[src/rtl/rcls_pkg.sv]
package rcls_pkg;

  localparam int unsigned MaxStepsDef = 128;
  localparam int unsigned MaxOpsDef   = 64;
  localparam int unsigned CfgW        = 6;
  localparam int unsigned IdW         = 10;
  localparam int unsigned FreeW       = 8;
  localparam int unsigned StepOutW    = 7;

  localparam logic signed [FreeW-1:0] FreeMin = -8'sd128;

  // free counts of one step, one per unit kind
  typedef struct packed {
    logic signed [FreeW-1:0] add_free;
    logic signed [FreeW-1:0] mul_free;
  } free_pair_t;

  typedef enum logic [1:0] {
    ST_OK      = 2'd0,
    ST_NO_RES  = 2'd1,
    ST_NO_STEP = 2'd2,
    ST_FULL    = 2'd3
  } sched_status_e;

  typedef enum logic [1:0] {
    CFG_ADD_CNT = 2'd0,
    CFG_MUL_CNT = 2'd1,
    CFG_ADD_LAT = 2'd2,
    CFG_MUL_LAT = 2'd3
  } cfg_idx_e;

  typedef enum logic [1:0] {
    S_IDLE,
    S_DEP,
    S_SRCH,
    S_WB
  } seq_state_e;

  // take one unit of the given kind, saturating at the floor
  function automatic free_pair_t take_unit(free_pair_t p, logic kind);
    free_pair_t r;
    r = p;
    if (kind) begin
      if (p.mul_free != FreeMin) r.mul_free = p.mul_free - 8'sd1;
    end else begin
      if (p.add_free != FreeMin) r.add_free = p.add_free - 8'sd1;
    end
    return r;
  endfunction

endpackage

[src/rtl/rcls_step_cell.sv]
module rcls_step_cell import rcls_pkg::*; (
  input  logic            clk_i,
  input  logic            rst_ni,
  input  logic            refill_i,
  input  logic [CfgW-1:0] add_cnt_i,
  input  logic [CfgW-1:0] mul_cnt_i,
  input  logic            shift_i,
  input  free_pair_t      nbr_i,
  output free_pair_t      free_o
);

  free_pair_t free_q;

  always_ff @(posedge clk_i or negedge rst_ni) begin
    if (!rst_ni) begin
      free_q.add_free <= 8'sd1;
      free_q.mul_free <= 8'sd1;
    end else if (refill_i) begin
      free_q.add_free <= $signed({2'b00, add_cnt_i});
      free_q.mul_free <= $signed({2'b00, mul_cnt_i});
    end else if (shift_i) begin
      free_q <= nbr_i;
    end
  end

  assign free_o = free_q;

endmodule

[config.mk]
export PLATFORM = sky130hd
export DESIGN_NAME = rcls_step_cell
export DESIGN_NICKNAME = d
export VERILOG_FILES = /design/src/rtl/rcls_pkg.sv /design/src/rtl/rcls_step_cell.sv
export SDC_FILE = /design/constraint.sdc
export NUM_CORES = 1
export LEC_CHECK = 0
export ABC_AREA = 0
export CAP_MARGIN = 20
export CORE_AREA = 2 2 40 42
export CTS_CLUSTER_DIAMETER = 120
export DETAILED_ROUTE_END_ITERATION = 8
export DIE_AREA = 0 0 42 44
export DONT_BUFFER_PORTS = 1
export HOLD_SLACK_MARGIN = 0.06
export PLACE_DENSITY = 0.77
export SLEW_MARGIN = 40
export SYNTH_ARGS = -nofsm -noshare
export SYNTH_HDL_FRONTEND = slang
export SYNTH_SLANG_ARGS = --single-unit
[constraint.sdc]
create_clock -name clk_i -period 1.5 [get_ports clk_i]
set_input_delay 0.225 -clock clk_i [delete_from_list [all_inputs] [get_ports clk_i]]
set_output_delay 0.225 -clock clk_i [all_outputs]
set_load 0.02 [all_outputs]
# Yosys cells after proc, flatten, opt, wreduce, memory -nomap -nowiden
# Index checks and enable logic that the tools add are counted.
# op_classes
muxes,2
n_reduce_logical,1
# ops
op,count
$mux W16,2
$reduce_bool A2 Y1,1
# word_totals
register_bits,16
in_bits,32
out_inout_bits,16
elab_cells,5

# Longest topological paths before layout
# logic_depth
ltp_word,2
depth_mapped,4
ltp_nobuf,2

# Worst setup path before layout
# OpenSTA, ideal clock, no wires.
# synth_path
kind,register to register
from,"register, netlist name free_o[0]"
to,register free_q (netlist bit free_o[0])
setup_ns,0.079
arrival_time_ns,0.768
required_ns,1.421
path_slack_ns,0.653
stages_incl_launch_ff,3
n_path_buf,0
period_less_slack_ns,0.847
cell_sequence,dfstp_2 > mux2i_1 > o21ai_0
# synth_rtl
item,line_no,text
end signal: assignment,rcls_step_cell.sv:22,free_q <= nbr_i;
end: declaration,rcls_step_cell.sv:12,free_pair_t free_q;

# Worst setup path after layout
# layout_path
from,input port refill_i
to,register free_q (netlist bit free_o[2])
# layout_between
elab_chain_cells,1
word_cells_on_any_way,2
cone_classes,1 x mux; 1 x reduce/logical
# layout_lines
item,line_no,text
start: declaration,rcls_step_cell.sv:4,"input logic refill_i,"
$mux W16 / $reduce_bool A2 Y1 (equally long branches),-,
# Several ways; a longest one is shown, not always the timed one.
# A chain may end at the register's enable or synchronous reset.

==> impl_metrics.csv <==
group,metric,value,unit
drt,post_drt_wl_per_cell,15.7,um
floorplan,boundaryPins,48,
floorplan,dieArea,0.00185,mm2
critical_path,cp_slowest_cell,"dlygate4sd3_1",
drt,wirelength,1350,um
critical_path,largest_stage_delay_on_the_critical_path,1.01,ns
finish,drive_gt1_frac,0.0714,
grt,grt_start_max_net_pins,25,
pwr,powerDensity,1060,mW/mm2
timing,clock.fmax,762,MHz
critical_path,critical_path.startpoint_type,"input port",
synthesis,synth_area,729,um2
timing,tightest_slew,0.725,ns
outcome,outcome,"completed",
critical_path,critical_path.n_buffers_inverters,1,
finish,final_net_count,104,
grt,first_pass_grt_wire_length,2190,um
timing,fin_crit_sh,0.875,
clock_tree,worstSkewPairLatency,0.27,ns
critical_path,critPathTopFamily,"buffers and inverters",
pwr,vdd_ir_drop_max,0.546,mV
synthesis,synth.top_cell.area_share,0.480,
drt,post_detailed_route_count_of_antenna_violating_nets,0,
clock_tree,worst_setup_hold_path_clk_slew,0.09,ns
clock_tree,tritoncts_sink_count,16,
drt,drt_pre_antenna_iters,4,
clock_tree,cts_inserted_buffers,3,
grt,globalRoute.totalOverflow,0,
floorplan,core.rowCount,14,
pwr,final_power,0.842,mW
critical_path,required,1.63,ns
timing,hold_viol,0,
timing,maxSlewHeadroom,0.515,
critical_path,worstPathCellList,"dlygate4sd3_1 > o21ai_0",
clock_tree,post_cts.repair.setup_buffers,0,
floorplan,floorplan.initialDensity,0.514,
critical_path,crit_fanout,24,
synthesis,yosys-top-cells-area,"dfrtp_1 (48%), mux2i_1 (22%), dfstp_2 (7.2%)",
placed_design,gp_congestion,0.620,
synthesis,avgSynthCellArea,11.2,um2
clock_tree,tritoncts,"yes",
synthesis,postSynthCellCount,65,
floorplan,core-area,0.00142,mm2
finish,areaGrowthSynthToFinish,9.09,%
synthesis,cell_type_contributing_the_most_total_cell_area_after_synthesis,"dfrtp_1",
drt,vias,461,
finish,n_antenna_cell,0,
drt,drc,0,
critical_path,critical_path.reg2reg.startpoint,"free_o[0]$_DFFE_PN1P_",
placed_design,portBuffers,0,
critical_path,critical_path.reg2reg.endpoint,"free_o[0]$_DFFE_PN1P_",
critical_path,reg2reg_slack,0.57,ns
grt,grt_util_all_layers,0.159,
critical_path,crit_path_end,"free_o[2]$_DFFE_PN0P_",
critical_path,crit_type,"input port to flop",
grt,antenna_found_initial,0,
synthesis,number_of_synthesized_flops_with_an_enable_pin,0,
critical_path,worst_setup_path_startpoint,"refill_i",
timing,grt_setup_unrepaired,"false",
critical_path,worstRegToRegCells,2,
synthesis,post-synth-top-count-cell,"mux2i_1",
timing,finalClockSkew,0,ns
critical_path,cp_num_cells,2,
timing,finalSetupViolCount,0,
synthesis,synth-main-ff-cell,"dfrtp_1",
critical_path,wp_data_arrival,1.44,ns
synthesis,synth.net_count,97,
flow_run,drv.max_cap_violation_count,0,
timing,final_max_slew_viol_count,0,
worst_hold_path,timing.hold.worst.class,"input port to flop",
grt,first_global_vias,473,
clock_tree,post_cts_resize_count,0,
floorplan,fp.dieW,42,um
pwr,p_leak,0.381,nW
drt,post_drt_via_cell_ratio,5.36,
synthesis,netlist_cell_types,10,
synthesis,synth_sequential_area_ratio,0.552,
drt,dr.first_iter.drc_count,4,
synthesis,synth_top_cells_by_count,"mux2i_1 (16), dfrtp_1 (14), nand2_1 (12), o21ai_0 (6), o21ai_1 (6)",
synthesis,yosys_warnings,0,
synthesis,asyncSetResetFlopFracSynth,1.00,
clock_tree,ctsRootBufferMaster,"clkbuf_4",
critical_path,timing.critical_path.to_type,"flop",
timing,period_needed,1.31,ns
clock_tree,longest_clk_path_bufs,2,
floorplan,die_y,44,um
clock_tree,htree_num_levels,1,
synthesis,ys_seq_elements,16,
finish,largest_reg_flops,16,
timing,fin_tns_setup,0,ns
## stage by stage
stage | utilization | hold slack, ns | instances | instance area (um2) | worst slack [ns]
final | 0.561 | 0.0649 | 86 | 796 | 0.188
after global placement | 0.496 | -0.0704 | 76 | 703 | 0.631
after CTS | 0.561 | 0.0603 | 86 | 796 | 0.203
after detailed placement | 0.496 | -0.0704 | 76 | 703 | 0.582
after floorplan | - | -0.0706 | 65 | 729 | 0.653
after global routing | 0.561 | 0.0666 | 86 | 796 | 0.0261
## cell type report
class | count | area, um2
Timing Repair Buffer | 7 | 70.1
Fill cell | 123 | 623
Multi-Input combinational cell | 44 | 280
Clock buffer | 3 | 22.5
Tap cell | 16 | 20.0
Sequential cell | 16 | 403
## report_power, final
group / total (mW) / switching, mW / internal, mW
Combinational: 0.0858 / 0.0389 / 0.0469
Sequential: 0.540 / 0.0693 / 0.471
Clock: 0.216 / 0.123 / 0.0929
## per-layer routing
metal  routed length (um)  global-route usage
met5                    0                   0
met2                  648               0.256
met3                  116              0.0500
met4                   12              0.0968
met1                  574               0.187
## worst min path at each step
stage            startpoint                endpoint  slack, ns  depth (start not counted)
2_1_floorplan        rst_ni  free_o[10]$_DFFE_PN0P_      -0.07                          0
5_1_grt        add_cnt_i[3]  free_o[11]$_DFFE_PN0P_       0.07                          2
6_report           refill_i  free_o[12]$_DFFE_PN0P_       0.06                          2
3_3_place_gp         rst_ni   free_o[3]$_DFFE_PN0P_      -0.07                          0
3_5_place_dp         rst_ni   free_o[3]$_DFFE_PN0P_      -0.07                          0
4_1_cts            refill_i   free_o[9]$_DFFE_PN0P_       0.06                          2
## timing repair
item | CTS | global route
endpoints found under the hold margin | 32 | 0
endpoints found under the setup margin | 0 | 0
hold buffers | 7 | 0
## logic make-up after synthesis
kind of cell / Yosys count / share of synthesized area
buffers and inverters: 5 / 0.0635
and+or+nand+nor: 16 / 0.0823
AOI/OAI and AO/OA: 12 / 0.0823
muxes: 16 / 0.220
DFF: 16 / 0.552
## layout by cell type, fill, tap and decap left out
master         netlist  routed
dfrtp_1             14      14
dlygate4sd3_1        0       7
o21ai_0              6       6
nand2_1             12      12
dfstp_2              2       2
mux2i_1             16      16
nor2_1               4       4
clkbuf_4             0       3
o21ai_1              6       6
No activity file was read; power rests on OpenSTA's default activity.
