**src/rtl/rcls_pkg.sv**
```systemverilog
package rcls_pkg;

  localparam int unsigned MaxStepsDef = 128;
  localparam int unsigned MaxOpsDef   = 64;
  localparam int unsigned CfgW        = 6;
  localparam int unsigned IdW         = 10;
  localparam int unsigned FreeW       = 8;
  localparam int unsigned StepOutW    = 7;

  localparam logic signed [FreeW-1:0] FreeMin = -8'sd128;

  // free counts of one step, one per unit kind
  typedef struct packed {
    logic signed [FreeW-1:0] add_free;
    logic signed [FreeW-1:0] mul_free;
  } free_pair_t;

  typedef enum logic [1:0] {
    ST_OK      = 2'd0,
    ST_NO_RES  = 2'd1,
    ST_NO_STEP = 2'd2,
    ST_FULL    = 2'd3
  } sched_status_e;

  typedef enum logic [1:0] {
    CFG_ADD_CNT = 2'd0,
    CFG_MUL_CNT = 2'd1,
    CFG_ADD_LAT = 2'd2,
    CFG_MUL_LAT = 2'd3
  } cfg_idx_e;

  typedef enum logic [1:0] {
    S_IDLE,
    S_DEP,
    S_SRCH,
    S_WB
  } seq_state_e;

  // take one unit of the given kind, saturating at the floor
  function automatic free_pair_t take_unit(free_pair_t p, logic kind);
    free_pair_t r;
    r = p;
    if (kind) begin
      if (p.mul_free != FreeMin) r.mul_free = p.mul_free - 8'sd1;
    end else begin
      if (p.add_free != FreeMin) r.add_free = p.add_free - 8'sd1;
    end
    return r;
  endfunction

endpackage

```
**src/rtl/rcls_op_cell.sv**
```systemverilog
module rcls_op_cell import rcls_pkg::*; #(
  parameter int unsigned FinW = 8
) (
  input  logic            clk_i,
  input  logic            shift_i,
  input  logic            wr_i,
  input  logic [IdW-1:0]  nbr_id_i,
  input  logic [FinW-1:0] nbr_fin_i,
  input  logic [IdW-1:0]  wr_id_i,
  input  logic [FinW-1:0] wr_fin_i,
  output logic [IdW-1:0]  id_o,
  output logic [FinW-1:0] fin_o
);

  logic [IdW-1:0]  id_q;
  logic [FinW-1:0] fin_q;

  always_ff @(posedge clk_i) begin
    if (wr_i) begin
      id_q  <= wr_id_i;
      fin_q <= wr_fin_i;
    end else if (shift_i) begin
      id_q  <= nbr_id_i;
      fin_q <= nbr_fin_i;
    end
  end

  assign id_o  = id_q;
  assign fin_o = fin_q;

endmodule

```
**config.mk**
```make
export PLATFORM = sky130hd
export DESIGN_NAME = rcls_op_cell
export DESIGN_NICKNAME = d
export VERILOG_FILES = /design/src/rtl/rcls_pkg.sv /design/src/rtl/rcls_op_cell.sv
export SDC_FILE = /design/constraint.sdc
export NUM_CORES = 1
export LEC_CHECK = 0
export CAP_MARGIN = 25
export CORE_MARGIN = 3
export CORE_UTILIZATION = 58
export CTS_CLUSTER_SIZE = 16
export DETAILED_ROUTE_END_ITERATION = 16
export DONT_BUFFER_PORTS = 1
export PLACE_DENSITY = 0.74
export SLEW_MARGIN = 0
export SYNTH_ARGS = -nofsm -noshare
export SYNTH_HDL_FRONTEND = slang
export SYNTH_SLANG_ARGS = --single-unit
```
**constraint.sdc**
```tcl
create_clock -name clk_i -period 2 [get_ports clk_i]
set_input_delay 0.6 -clock clk_i [delete_from_list [all_inputs] [get_ports clk_i]]
set_output_delay 0.6 -clock clk_i [all_outputs]
set_load 0.01 [all_outputs]
```
* Word-level counts from Yosys, hierarchy flattened
Index checks and enable logic that the tools add are counted.
Cells by class: mux-type cells 4, reduce and logical (&&, ||, !) cells 1
Operators by type and width (number):
- $mux 10 | 2
- $mux 8 | 2
- $reduce_bool 2->1 | 1
Storage, ports and cells: register bits after elaboration 18, input bits 39, output and inout bits 18, logic and storage cells 7

* Logic depth before layout (Yosys ltp)
Gate-level depths: netlist of run 1.
word-level depth 2, mapped depth 3, gate-level depth less buffers 1

* Worst setup path after synthesis of run 1
Ideal clock, no wire load.
path kind input port to flip-flop, start input port wr_i, end register fin_q[0], in the netlist fin_o[0], enable pin, library setup time 0.375 ns, arrival time 1.324 ns, data required time 1.625 ns, path slack 0.301 ns, stages 3, buffers on the path 2, path through buf_6 > buf_12 > or2_1
On the way: word-level cells in the longest chain between the ends 1
Ends and longest elaborated chain:
- from (decl) | line rcls_op_cell.sv:6 | input logic wr_i,
- $reduce_bool 2->1 (no line)
- to (signal assigned) | line rcls_op_cell.sv:21 | fin_q <= wr_fin_i;
- to (signal assigned) | line rcls_op_cell.sv:24 | fin_q <= nbr_fin_i;
- to (decl) | line rcls_op_cell.sv:16 | logic [FinW-1:0] fin_q;
No other way between the ends. A chain may end at the register's enable or synchronous reset.

* Worst setup path in the final report of run 1
start register fin_q[1], in the netlist fin_o[1], end output port fin_o[1]
RTL lines:
- to (decl) | line rcls_op_cell.sv:12 | output logic [FinW-1:0] fin_o
No word-level cell between the ends.

==> results of run 1 <==
==> cells by family after synthesis <==
logic type | count (synthesis) | synth area share
buffers and inverters | 2 | 0.0384
and+or+nand+nor | 1 | 0.00769
muxes | 18 | 0.290
DFF | 18 | 0.664
==> routing by layer <==
metal  track usage  wire length, um  up-vias
li1              -                -      156
met1         0.153              425      177
met2         0.339              953       32
met3        0.0456              119        2
met4        0.0542                8        0
met5             0                0        -
==> where the power goes <==
part,total (mW),switching [mW],internal (mW)
registers,0.503,0.0378,0.466
logic,0.0515,0.0151,0.0364
clock network,0.175,0.102,0.0723
total,0.729,0.155,0.574
==> cell type report <==
class	instances	area [um2]	area share
flip-flops and latches	18	541	0.648
repair buffers	1	7.51	0.00900
multi-input cells	19	243	0.291
clock buffers	3	22.5	0.0270
clock inverters	1	3.75	0.00450
well taps	14	17.5	0.0210
==> layout by cell type (no fill, tap or decap) <==
master / count
mux2_4: 9
buf_4: 1
clkinv_1: 1
mux2_2: 9
edfxtp_1: 18
clkbuf_4: 3
or2_1: 1
==> worst max-delay path by stage <==
stage / to / cells past startpoint
CTS: fin_o[1] / 0
global placement: id_o[8] / 2
global route: fin_o[7] / 0
detailed placement: id_o[8] / 2
finish: fin_o[1] / 0
floorplan: fin_o[0] / 3
==> flip-flops by register name, indices dropped and copies added (netlist names) <==
register  cells
fin_o         8
id_o         10
==> summary.md, run 1 <==
| Metric | Value |
|---|---|
| Port Buffer Count | 0 |
| Sum of negative setup slack | 0 ps |
| RSZ-0062 raised after global routing | no |
| Starting Density | 0.678 |
| Reg clk slew, reported paths | 100 ps |
| CTS tree | done |
| Initial antenna violation count | 0 |
| Final min period | roughly 1300 ps |
| Syn Area/Cell | approximately 21 um2 |
| Slew Viols, Final | 0 |
| Critical path start-end classification | register to primary output |
| Final period utilization | 0.663 |
| Syn. warnings | 0 |
| Crit path launch type | register |
| Final setup viols | 0 |
| Top-count cell post-synth | edfxtp_1 |
| Filler Cell Count | just under 80 |
| Antenna Nets Post-Route | 0 |
| Worst slew pin tran | approximately 230 ps |
| Num rows | 12 |
| Gates resized, CTS repair | 0 |
| Synth area leaders | edfxtp_1 (66%), mux2_4 (17%), mux2_2 (12%), buf_12 (2.5%), buf_6 (1.4%) |
| Synth unique cells | 6 |
| Ys async rst share | 0 |
| Dpl ws | ~700 ps |
| Max-cap viol count | 0 |
| Vias in the first global route | between 400 and 500 |
| Mapped Area | around 810 um2 |
| CTS buffer count | 3 |
| Top_reg_cell synth | edfxtp_1 |
| Die X | 43.5 um |
| CTS Buffer Depth | 2 |
| Crit path DAT | 730 ps |
| EDFF count, synth | 18 |
| Synthesized instance count | 39 |
| Tot Pwr | 0.729 mW |
| Fmax | between 700 and 800 MHz |
| Worst hold path type | input pin to register |
| CP Max Fanout | 1 |
| Register area share after synthesis | 0.664 |
| Placer Congestion | 0.683 |
| Drt first pass iters | 4 |
| Die Span Y | 43.5 um |
| Largest net degree at the start of global routing | 20 |
| Synth Net Count | 78 |
| Nets@finish | 82 |
| Placed cells | 52 |
| Utilization after layout | 0.695 |
| Total I/O pin count | 57 |
| # DRC | 0 |
| Die Area | 0.00189 mm2 |
| Clk sinks | 18 |
| Outcome | finished, final reports clean |
| WHS Endpoint | id_o[5] |
| Max-slew headroom | 0.847 |
| Routed len/inst | between 20 and 30 um |
| Peak VDD IR | ~0.57 mV |
| Setup ws final | about 670 ps |
| H-tree Lvls | 1 |
| Final hold violations | 0 |
| P_leak | 0.314 nW |
| Final WL | 1510 um |
| ANT cells | 0 |
| Hold_ws | around 530 ps |
| Worst setup EP type | primary output |
| Routed via count | 367 |
| Post-Layout Cell Count | between 50 and 60 |
| Commonest cells in the netlist | edfxtp_1 (18), mux2_2 (9), mux2_4 (9) |
| P per Cell Area | 874 mW/mm2 |
| Area post-placement | 808 um2 |
| GRT Resource Usage Total | 0.167 |
| Initial detailed-routing violation count | 5 |
| Hold_sp | wr_id_i[5] |
| Yosys top cell area share | 0.664 |
| Root Buffer Master | clkbuf_4 |
| Dominant cell type by area after synthesis | edfxtp_1 |
| Setup Fix Bufs, Post-CTS | 0 |
| Grt ovf | 0 |
| Layout cell share with drive strength beyond 1 | 0.524 |
| Finished Cell Area | 835 um2 |
| Post-CTS Hold Buffers | 0 |
| Area Growth Syn to Fin | 2.46% |
| Placeable Area | 0.00120 mm2 |
| Hold Crit Depth | 1 |
| Worst Path Required | 1400 ps |
| Via density per instance | 6.55 |
| Seq cells post-synth | 18 |
| Timing startpoint of the critical path | fin_o[1] |
| First-pass GRT wire length | 2230 um |
(Power assumes the default switching activity.)
==> run 2, diff against run 1 <==
--- a/config.mk
+++ b/config.mk
@@ -5,13 +5,14 @@
 export SDC_FILE = /design/constraint.sdc
 export NUM_CORES = 1
 export LEC_CHECK = 0
+export ABC_AREA = 1
 export CAP_MARGIN = 25
 export CORE_MARGIN = 3
-export CORE_UTILIZATION = 58
+export CORE_UTILIZATION = 53
 export CTS_CLUSTER_SIZE = 16
 export DETAILED_ROUTE_END_ITERATION = 16
 export DONT_BUFFER_PORTS = 1
-export PLACE_DENSITY = 0.74
+export PLACE_DENSITY = 0.71
 export SLEW_MARGIN = 0
 export SYNTH_ARGS = -nofsm -noshare
 export SYNTH_HDL_FRONTEND = slang
==> constraint.sdc (replaced) <==
create_clock -name clk_i -period 1.1 [get_ports clk_i]
set_input_delay 0.33 -clock clk_i [delete_from_list [all_inputs] [get_ports clk_i]]
set_output_delay 0.33 -clock clk_i [all_outputs]
set_load 0.01 [all_outputs]
==> run 2 against run 1 <==
  * Non-clock buffer count down 1
  * Sequential share of layout area up 2.8 points
  * Critical path type unchanged
  * Critical path depth unchanged
  * Area after synthesis down 2.0%
  * Via count up 38%
  * Clock power up 75%
  * Power up 78%
  * Setup slack worse by 630 ps
  * Combinational power up 46%
  * Count of clock-buffer cells in the layout unchanged
  * Flip-flop and latch count unchanged
==> summary.md, run 2 <==
| Metric | Value |
|---|---|
| GRT Resource Usage Total | 0.151 (-0.0155) |
| Met1 WL | 484 um (+14%) |
| ANT cells | 0 (unchanged) |
| Slew Viols, Final | 0 (unchanged) |
| Antenna Nets Post-Route | 0 (unchanged) |
| Mapped Area | 798 um2 (-2.0%) |
| CTS Buffer Depth | 2 (unchanged) |
| Vias in the first global route | 462 (+8.5%) |
| CP Max Fanout | 1 (unchanged) |
| Syn. warnings | 0 (unchanged) |
| Post-CTS Hold Buffers | 0 (unchanged) |
| Initial antenna violation count | 0 (unchanged) |
| Routed via count | 508 (+38%) |
| Wire length on met2 | 740 um (-22%) |
| Final period utilization | 0.957 |
| Area post-placement | 777 um2 (-3.9%) |
| Crit path DAT | 720 ps (about the same) |
| P per Cell Area | 1620 mW/mm2 (+85%) |
| Area Growth Syn to Fin | 0.157% |
| Ys async rst share | 0 (unchanged) |
| Drt first pass iters | 4 (unchanged) |
| Nets@finish | 118 (+44%) |
| Crit path launch type | register |
| Hold_ws | 225 ps (-303 ps) |
| Fmax | around 950 MHz |
| Via density per instance | 5.52 (-16%) |
| Max-cap viol count | 0 (unchanged) |
| Dominant cell type by area after synthesis | edfxtp_1 |
| H-tree Lvls | 1 (unchanged) |
| Reg clk slew, reported paths | 90 ps (about the same) |
| Final hold violations | 0 (unchanged) |
| Clk sinks | 18 (unchanged) |
| Timing startpoint of the critical path | fin_o[0] |
| WL met3 | 197 um (+66%) |
| Max-slew headroom | 0.810 (-0.0374) |
| Worst hold path type | input pin to register |
| Hold_sp | nbr_fin_i[7] |
| Port Buffer Count | 0 (unchanged) |
| Synthesized instance count | 77 (+97%) |
| Top-count cell post-synth | nand2_1 |
| Most common cell after layout, fill and taps aside | nand2_1 |
| Synth area leaders | edfxtp_1 (68%), nand2_1 (25%), buf_6 (2.8%), buf_12 (2.5%), nand2_2 (0.78%) |
| Final WL | 1450 um (-4.0%) |
| Starting Density | 0.591 (-0.0868) |
| Die Area | 0.00201 mm2 (+6.2%) |
| Seq cells post-synth | 18 (unchanged) |
| Layout cell share with drive strength beyond 1 | 0.0779 (-0.446) |
| Total I/O pin count | 57 (unchanged) |
| Die Span Y | 44.8 um (+3.1%) |
| CTS tree | done |
| Die X | 44.8 um (+3.1%) |
| Worst slew pin tran | 285 ps (+55.6 ps) |
| # DRC | 0 (unchanged) |
| Synth unique cells | 7 (+1) |
| Worst setup EP type | primary output |
| Commonest non-fill, non-tap cells in the layout | nand2_1 (53), edfxtp_1 (18), clkbuf_4 (3) |
| Peak VDD IR | 0.686 mV (+21%) |
| EDFF count, synth | 18 (unchanged) |
| Top_reg_cell synth | edfxtp_1 |
| CTS buffer count | 3 (unchanged) |
| First-pass GRT wire length | 2100 um (-5.6%) |
| Sum of negative setup slack | 0 ps (unchanged) |
| P_leak | 0.365 nW (+16%) |
| Num rows | 13 (+1) |
| Syn Area/Cell | 10.4 um2 (-50%) |
| Largest net degree at the start of global routing | 21 (+5.0%) |
| Initial detailed-routing violation count | 4 (-1) |
| Placer Congestion | 0.651 (-4.7%) |
| Number of flip-flops in the largest register | 10 (unchanged) |
| Commonest cells in the netlist | nand2_1 (53), edfxtp_1 (18), buf_6 (2) |
| Utilization after layout | 0.592 (-0.103) |
| Register area share after synthesis | 0.677 (+0.0135) |
| Critical path start-end classification | register to primary output |
| Top Layer Used | met4 |
| Outcome | finished, final reports clean |
| Routed len/inst | 15.7 um (-42%) |
| Setup Fix Bufs, Post-CTS | 0 (unchanged) |
| Synth Net Count | 116 (+49%) |
| Finished Cell Area | 800 um2 (-4.2%) |
| Yosys top cell area share | 0.677 (+0.0135) |
| Placeable Area | 0.00135 mm2 (+12%) |
| Grt ovf | 0 (unchanged) |
| RSZ-0062 raised after global routing | no |
| Root Buffer Master | clkbuf_4 |
| Final setup viols | 0 (unchanged) |
| Gates resized, CTS repair | 0 (unchanged) |
| Final min period | roughly 1100 ps |
| Worst Path Required | 770 ps (-630 ps) |
## run 2: cell type report
cell class	instances	area, um2
Multi-Input combinational cell	55	214
Sequential cell	18	541
Fill cell	101	551
Inverter	1	3.75
Clock buffer	3	22.5
Tap cell	15	18.8
## run 2: metal layers
metal / vias to the layer above / track usage
li1: 247 / -
met1: 223 / 0.148
met2: 36 / 0.255
met3: 2 / 0.0757
met4: 0 / 0.0877
met5: - / 0
## run 2: kinds of logic after synthesis
kind of cell	synth area share
and+or+nand+nor	0.265
DFF	0.677
buffers and inverters	0.0580
## run 2: path summary, 6_finish.rpt
path                  slack (ps)        to  cells after the start
worst min-delay path         220  fin_o[7]                      2
worst max-delay path          50  fin_o[0]                      0
## run 2: where the power goes
| part | leakage (nW) | switching (mW) | total, mW | internal, mW |
|---|---|---|---|---|
| logic | 0.166 | 0.0478 | 0.0754 | 0.0276 |
| clock network | 0.0138 | 0.180 | 0.307 | 0.127 |
| registers | 0.185 | 0.0674 | 0.914 | 0.847 |
## run 2: per-stage QoR
stage                     total power [mW]  worst slack, ps  instances
after floorplan                       1.00             57.5         77
after global placement                1.00              163         89
after detailed placement              1.01              159         89
after CTS                             1.30             34.5         92
after global routing                  1.37             5.67         92
final                                 1.30             47.5         92
==> run 3, diff against run 2 <==
--- a/config.mk
+++ b/config.mk
@@ -6,13 +6,13 @@
 export NUM_CORES = 1
 export LEC_CHECK = 0
 export ABC_AREA = 1
+export BUFFER_PORTS_ARGS = -buffer_cell sky130_fd_sc_hd__buf_2
 export CAP_MARGIN = 25
 export CORE_MARGIN = 3
-export CORE_UTILIZATION = 53
+export CORE_UTILIZATION = 35
 export CTS_CLUSTER_SIZE = 16
 export DETAILED_ROUTE_END_ITERATION = 16
-export DONT_BUFFER_PORTS = 1
-export PLACE_DENSITY = 0.71
+export PLACE_DENSITY = 0.73
 export SLEW_MARGIN = 0
 export SYNTH_ARGS = -nofsm -noshare
 export SYNTH_HDL_FRONTEND = slang
==> run 3 against run 2 <==
  * The flow now finishes with violations (setup timing)
  * Routed wire length up 23%
  * Combinational power rose to 3.6 times the previous value
  * Clock power down 4%
  * Flip-flop and latch count unchanged
  * Non-clock buffer count up 58
  * Largest power group unchanged
==> summary.md, run 3 (synthesis results as in run 2) <==
| Metric | Value |
|---|---|
| Met1 WL | 693 um (+43%) |
| Nets@finish | 176 (+49%) |
| Grt ovf | 0 (unchanged) |
| Number of flip-flops in the largest register | 10 (unchanged) |
| Peak VDD IR | 0.600 mV (-12%) |
| Post-CTS Hold Buffers | 0 (unchanged) |
| Root Buffer Master | clkbuf_4 |
| Initial detailed-routing violation count | 8 (+4) |
| Placed cells | 159 (+79%) |
| Die X | 53.8 um (+20%) |
| Power share of the combinational group | 0.190 (+0.132) |
| Placer Congestion | 0.643 (-1.3%) |
| CTS Buffer Depth | 2 (unchanged) |
| Crit path DAT | 800 ps (+80 ps) |
| Port Buffer Count | 56 (+56) |
| Most common cell after layout, fill and taps aside | buf_2 |
| Num rows | 16 (+3) |
| WL met3 | 175 um (-11%) |
| P per Cell Area | 1280 mW/mm2 (-21%) |
| Antenna Nets Post-Route | 0 (unchanged) |
| Area Growth Syn to Fin | 39.0% |
| H-tree Lvls | 1 (unchanged) |
| CP Buf/Inv Count | 1 |
| Crit. path cell count | 1 (+1) |
| First-pass GRT wire length | 2260 um (+7.2%) |
| Top Layer Used | met4 |
| Timing startpoint of the critical path | id_o[7] |
| Max-slew headroom | 0.798 (-0.0111) |
| Hpwl dp | 1370 um |
| Largest net degree at the start of global routing | 19 (-9.5%) |
| CTS tree | done |
| Initial antenna violation count | 0 (unchanged) |
| Fmax | 882 MHz (-7.2%) |
| Finished Cell Area | 0.00111 mm2 (+39%) |
| Crit path launch type | register |
| CTS buffer count | 3 (unchanged) |
| Final period utilization | 1.03 (+0.0742) |
| Sw Share | 0.232 (+0.00455) |
| Clk sinks | 18 (unchanged) |
| Post-Layout Cell Count | 162 (+76%) |
| Share of power burned in registers | 0.603 (-0.102) |
| Vias in the first global route | 547 (+18%) |
| RSZ-0062 raised after global routing | yes |
| Clock power frac | 0.207 (-0.030) |
| Die Area | 0.00289 mm2 (+44%) |
| Gates resized, CTS repair | 0 (unchanged) |
| Worst slew pin tran | 302 ps (+16.6 ps) |
| Routed via count | 709 (+40%) |
| Worst Path Required | 770 ps (about the same) |
| Tot Pwr | 1.42 mW (+9.8%) |
| GRT Resource Usage Total | 0.115 (-0.0360) |
| Routed len/inst | 11.0 um (-30%) |
| # DRC | 0 (unchanged) |
| Die Span Y | 53.8 um (+20%) |
| Internal cell power | 1.09 mW (+9.2%) |
| P_leak | 0.597 nW (+63%) |
| Setup ws final | -34.1 ps (-81.6 ps) |
| Failing checks | setup timing |
| Final setup viols | 18 (+18) |
| Filler Cell Count | 183 (+81%) |
| Outcome | finished, violations left |
| Total I/O pin count | 57 (unchanged) |
| Starting Density | 0.387 (-0.204) |
| Reg clk slew, reported paths | 90 ps (about the same) |
| Final hold violations | 0 (unchanged) |
| Worst-path cell chain | buf_2 |
| Layout cell share with drive strength beyond 1 | 0.474 (+0.396) |
| Placeable Area | 0.00206 mm2 (+53%) |
| Max-cap viol count | 0 (unchanged) |
| Wire length on met2 | 864 um (+17%) |
| Via density per instance | 4.38 (-21%) |
| Crit path to | id_o[7] |
| Slew Viols, Final | 0 (unchanged) |
| CP top delay family | flip-flops |
| Slowest CP cell | edfxtp_1 |
| Hold_ws | 314 ps (+89.1 ps) |
| Worst hold path type | input pin to register |
| Final min period | 1130 ps (+81.6 ps) |
| Worst setup EP type | primary output |
| Commonest non-fill, non-tap cells in the layout | buf_2 (56), nand2_1 (53), edfxtp_1 (18) |
| Critical path start-end classification | register to primary output |
| Utilization after layout | 0.538 (-0.0540) |
| ANT cells | 0 (unchanged) |
| Drt first pass iters | 4 (unchanged) |
| Area post-placement | 0.00109 mm2 (+40%) |
| Final WL | 1780 um (+23%) |
| NetSw | 0.330 mW (+12%) |
| Slowest stage delay, CP | ~380 ps |
| CP Max Fanout | 1 (unchanged) |
## run 3: per-layer routing
| metal | vias to the layer above | GRT usage |
|---|---|---|
| met4 | 0 | 0.0979 |
| li1 | 363 | - |
| met5 | - | 0 |
| met1 | 297 | 0.140 |
| met2 | 43 | 0.169 |
| met3 | 6 | 0.0277 |
## run 3: worst min path at each step
stage,start,end,slack [ps],cells after the start
floorplan,nbr_fin_i[0],fin_o[0],510,2
global placement,nbr_id_i[9],id_o[9],600,3
detailed placement,nbr_id_i[3],id_o[3],600,3
CTS,nbr_id_i[2],id_o[2],310,3
global route,nbr_fin_i[4],fin_o[4],310,3
finish,nbr_fin_i[1],fin_o[1],310,3
## run 3: repair_timing
| action | CTS | global route |
|---|---|---|
| pin swaps | 0 | 0 |
| gates cloned | 0 | 0 |
| endpoints found under the setup margin | 18 | 18 |
| buffers inserted | 0 | 0 |
## run 3: power by group through the flow
stage	logic, mW	clock network [mW]	registers [mW]
after floorplan	0.0860	0	0.919
final	0.270	0.295	0.858
after global routing	0.300	0.336	0.862
after detailed placement	0.273	0	0.875
after CTS	0.274	0.305	0.859
after global placement	0.266	0	0.872
## run 3: layout make-up
class / instances / area, um2 / area share
Sequential cell: 18 / 541 / 0.487
Clock buffer: 3 / 22.5 / 0.0203
Inverter: 1 / 3.75 / 0.00338
Timing Repair Buffer: 58 / 295 / 0.266
Tap cell: 27 / 33.8 / 0.0304
Multi-Input combinational cell: 55 / 214 / 0.193
## run 3: metrics by stage
step	TNS, ps	worst slack [ps]
detailed placement	0	17.7
floorplan	0	57.5
CTS	-567	-58.5
finish	-322	-34.1
global placement	0	28.0
global route	-1030	-84.7
